**config.mk**
```make
export PLATFORM = sky130hd
export DESIGN_NAME = sacl_way_scan
export DESIGN_NICKNAME = d
export VERILOG_FILES = /design/src/rtl/core/sacl_pkg.sv /design/src/rtl/core/sacl_way_scan.sv
export SDC_FILE = /design/constraint.sdc
export NUM_CORES = 1
export LEC_CHECK = 0
export BUFFER_PORTS_ARGS = -buffer_cell sky130_fd_sc_hd__buf_2
export CORE_ASPECT_RATIO = 2
export CORE_MARGIN = 2
export CORE_UTILIZATION = 45
export DETAILED_ROUTE_END_ITERATION = 8
export GPL_TIMING_DRIVEN = 1
export PLACE_DENSITY = 0.92
export SYNTH_ARGS = -nofsm -noshare
export SYNTH_HDL_FRONTEND = slang
export SYNTH_SLANG_ARGS = --single-unit
export TNS_END_PERCENT = 50
```
**constraint.sdc**
```tcl
create_clock -name clk_i -period 3.2 [get_ports clk_i]
set_clock_uncertainty 0.2 [all_clocks]
set_input_delay 0.16 -clock clk_i [delete_from_list [all_inputs] [get_ports clk_i]]
set_output_delay 0.16 -clock clk_i [all_outputs]
set_load 0.1 [all_outputs]
```
**src/rtl/core/sacl_pkg.sv**
```systemverilog
`timescale 1ns / 1ps
package sacl_pkg;

  // Tag store geometry.
  localparam int unsigned MAX_SETS = 256;
  localparam int unsigned MAX_WAYS = 8;
  localparam int unsigned SET_W    = $clog2(MAX_SETS);
  localparam int unsigned WAY_W    = $clog2(MAX_WAYS);
  localparam int unsigned TAG_W    = 30;
  localparam int unsigned STAMP_W  = 32;
  localparam int unsigned CYC_W    = 18;
  localparam int unsigned CFG_IDX_W = 8;
  localparam int unsigned CFG_DAT_W = 4;

  // Configuration register indexes.
  typedef enum logic [CFG_IDX_W-1:0] {
    CFG_WRITE_ALLOCATE = 8'd0,
    CFG_WRITE_BACK     = 8'd1,
    CFG_OFFSET_WIDTH   = 8'd2,
    CFG_INDEX_WIDTH    = 8'd3,
    CFG_WAYS_IN_USE    = 8'd4
  } cfg_idx_e;

  // Sequencer states.
  typedef enum logic [2:0] {
    ST_CLEAR,
    ST_IDLE,
    ST_READ,
    ST_SCAN,
    ST_WRITE
  } state_e;

  // Access request.
  typedef struct packed {
    logic        cmd;
    logic [31:0] address;
  } req_t;

  // Access result.
  typedef struct packed {
    logic             hit;
    logic [2:0]       way_used;
    logic             dirty_evicted;
    logic [CYC_W-1:0] access_cycles;
  } rsp_t;

  // One line of the tag store.
  typedef struct packed {
    logic               valid;
    logic               dirty;
    logic [TAG_W-1:0]   tag;
    logic [STAMP_W-1:0] stamp;
  } line_t;

  typedef line_t [MAX_WAYS-1:0] row_t;

  // Running outcome of the way scan.
  typedef struct packed {
    logic               found;
    logic [WAY_W-1:0]   found_way;
    logic               has_inv;
    logic [WAY_W-1:0]   inv_way;
    logic [STAMP_W-1:0] min_stamp;
    logic [WAY_W-1:0]   min_way;
  } scan_t;

endpackage

```
**src/rtl/core/sacl_way_scan.sv**
```systemverilog
`timescale 1ns / 1ps
module sacl_way_scan
  import sacl_pkg::*;
(
  input  logic             clk_i,
  input  logic             rst_ni,
  input  logic             en_i,
  input  logic             first_i,
  input  logic [WAY_W-1:0] way_i,
  input  line_t            line_i,
  input  logic [TAG_W-1:0] tag_i,
  output scan_t            scan_o
);

  scan_t scan_q;
  scan_t scan_d;
  logic  match;

  assign match = line_i.valid && (line_i.tag == tag_i);

  // One way per enabled cycle: first tag match, first invalid way, oldest stamp.
  always_comb begin
    scan_d = scan_q;
    if (first_i) begin
      scan_d.found     = match;
      scan_d.found_way = way_i;
      scan_d.has_inv   = !line_i.valid;
      scan_d.inv_way   = way_i;
      scan_d.min_stamp = line_i.stamp;
      scan_d.min_way   = way_i;
    end else begin
      if (!scan_q.found && match) begin
        scan_d.found     = 1'b1;
        scan_d.found_way = way_i;
      end
      if (!scan_q.has_inv && !line_i.valid) begin
        scan_d.has_inv = 1'b1;
        scan_d.inv_way = way_i;
      end
      if (line_i.stamp < scan_q.min_stamp) begin
        scan_d.min_stamp = line_i.stamp;
        scan_d.min_way   = way_i;
      end
    end
  end

  always_ff @(posedge clk_i or negedge rst_ni) begin
    if (!rst_ni) begin
      scan_q <= '0;
    end else if (en_i) begin
      scan_q <= scan_d;
    end
  end

  assign scan_o = scan_q;

endmodule

```
==> flow_summary_export.csv <==
group,metric,value,unit
status,status,"completed",
yosys,syn_inst,248,
worst_setup_path,ff2ff_setup_slack,0.34,ns
cts,cts_made_buffers,5,
worst_setup_path,crit_required,3.16,ns
sta,finalSetupViolCount,0,
place,portBuffers,142,
cts,cts_resized,0,
cts,clock_path_buffers,2,
worst_setup_path,critical_path.slowest_cell,"dlygate4sd3_1",
die,num_rows,40,
route,first_iter_violations,65,
yosys,yosys_warnings,0,
sta,rsz0062_at_grt,"false",
yosys,synthArstFlopShare,100,%
yosys,synth.area.top_cells,"dfrtp_1, mux2_2, ha_1",
yosys,synth_seq_area_share,39.1,%
cts,cts_max_level,2,
global_route,grt_pass1_vias,2658,
worst_setup_path,max_stage_delay,0.53,ns
global_route,grt_max_degree,44,
sta,finalCriticalPeriod,2.99,ns
worst_setup_path,reg2regPathDepth,9,
worst_setup_path,crit_path_start,"line_i[23]",
finish,drive_gt1_share,44.7,%
finish,largest_reg_flops,43,
die,die_h,115,um
route,drc_errors,0,
yosys,synthTopCellsByCount,"dfrtp_1, mux2_2, inv_1, ha_1, xor2_1",
worst_setup_path,crit_arrival,2.96,ns
cts,postCtsSetupBuffers,0,
finish,layout.nets,565,
power,vdd_drop_max,0.459,mV
die,floorplan.initialDensity,46.2,%
cts,cts.sinks,43,
die,core_area,5960,um^2
sta,max_slew_margin,35.7,%
flow_run,maxCapViolCount,0,
place,gp_congestion,0.810,
route,drtAntennaViolNets,0,
global_route,antenna_found_initial,0,
yosys,netlist_area,2750,um^2
sta,timing.fmax,334,MHz
die,die_w,59.3,um
cts,clock_latency,0.29,ns
yosys,synthDominantCellAreaShare,39.1,%
global_route,grt_use_total,23.0,%
sta,hold_viol_final,0,
die,io_pins,144,
cts,root_buffer,"clkbuf_16",
place,place_hpwl,5600,um
route,first_pass_iters,4,
cts,cts_hold_buf,37,
die,die_area,6790,um^2
worst_setup_path,path_cells,"dlygate4sd3_1 -> buf_2 -> ha_1 -> a21oi_1 -> o21ai_0 -> a221oi_1 -> o211ai_1 -> a22oi_4 -> buf_4 -> mux2_2",
worst_setup_path,critPathCaptureType,"flop",
finish,final_area,4040,um^2
yosys,syn-num-nets,380,
finish,syn2layout_area_growth,46.9,%
worst_setup_path,rr_startpoint,"scan_o[26]$_DFFE_PN0P_",
min_path,hold_path.class,"input pin to flop",
route,vias,2566,
cts,clkTransAtPathRegs,0.06,ns
finish,antennaDiodeCount,0,
sta,slew_violations,0,
power,p_per_area,743,nW/um^2
place,dpl_cell_area,3520,um^2
worst_setup_path,rr_endpoint,"scan_o[20]$_DFFE_PN0P_",
global_route,grt-ovfl-total,0,
worst_setup_path,start_kind,"input pin",
yosys,ys_seq_elements,43,
yosys,synthDistinctLibCells,26,
yosys,synth.most_common_cell,"dfrtp_1",
worst_setup_path,endpoint,"scan_o[20]$_DFFE_PN0P_",
cts,cts_tree,"built",
yosys,synth_flop_cell,"dfrtp_1",
power,p_leak,2.12,nW
yosys,yosys.area.top_type,"dfrtp_1",
route,wire_per_inst,15.1,um
route,viasPerCell,5.16,
sta,period_share,93.5,%
worst_setup_path,crit_type,"input pin to flop",
sta,tightest_slew,0.964,ns
yosys,synth-edff-count,0,
yosys,avgSynthCellArea,11.1,um^2
route,wirelength,7500,um
worst_setup_path,crit_family,"compound AO/OA/AOI/OAI gates",
worst_setup_path,crit_fanout,21,
worst_setup_path,critical_path_depth,10,
worst_setup_path,crit_buf_inv,3,
global_route,grt_pass1_wl,11500,um
sta,fin_tns_setup,0,ns
## how the worst min path moves through the flow
| stage | from | cells past startpoint | end | slack, ns |
|---|---|---|---|---|
| CTS | en_i | 3 | scan_o[38]$_DFFE_PN0P_ | 0.004 |
| global placement | rst_ni | 1 | scan_o[28]$_DFFE_PN0P_ | 0.16 |
| global route | en_i | 3 | scan_o[38]$_DFFE_PN0P_ | 0.04 |
| finish | en_i | 3 | scan_o[38]$_DFFE_PN0P_ | 0.005 |
| detailed placement | rst_ni | 1 | scan_o[27]$_DFFE_PN0P_ | 0.18 |
| floorplan | rst_ni | 0 | scan_o[0]$_DFFE_PN0P_ | -0.34 |
## worst min-delay path, delay by kind of cell
kind                   cells  cell delay [ns]
buffers and inverters      2             0.20
AO/OA/AOI/OAI              1             0.08
## per-stage QoR
stage	setup slack [ns]	util [%]	instances	power (mW)	hold slack (ns)
final	0.207	67.8	497	3.00	0.00508
after global routing	0.0668	67.8	497	3.15	0.0378
after CTS	0.319	67.8	497	3.01	0.00445
after detailed placement	0.451	59.1	452	2.45	0.177
after global placement	0.515	59.1	452	2.41	0.156
after floorplan	0.0956	-	248	2.12	-0.336
## routing by layer
metal / track usage [%] / share of wire, %
met5: 0 / 0
met4: 11.7 / 4.0
met3: 4.41 / 6.3
met2: 45.3 / 59
met1: 20.2 / 31
## placed cells by master (no fill, tap or decap), drive strengths merged, types with 3 or more instances in the layout
cell type	Yosys	final
and4	3	3
inv	32	33
nand2	15	15
ha	31	31
dlygate4sd3	0	37
nor4	5	5
nand4	7	7
a21oi	14	14
mux2	41	41
xor2	19	19
buf	3	144
dfrtp	43	43
o21ai	10	10
xnor2	11	11
clkbuf	0	5
## layout make-up
type	instances	area, um^2
fill	421	1920
multi-input combinational	170	1520
tap	63	78.8
clock inverter	3	23.8
timing repair buffer	181	1100
inverter	32	120
clock buffer	5	125
sequential	43	1080
## kinds of logic after synthesis
logic type / synth area share [%]
XOR/XNOR: 9.56
flip-flops: 39.1
multiplexers: 16.8
adder cells (fa/ha/maj): 14.1
AO/OA/AOI/OAI: 6.69
buffers and inverters: 5.60
AND/OR/NAND/NOR: 8.10
## power breakdown
part           internal (mW)  switching (mW)  leakage, nW
registers              0.671          0.0891        0.504
clock network          0.292           0.217       0.0664
logic                  0.425            1.31         1.55
total                   1.39            1.62         2.12
(Power assumes the default switching activity.)
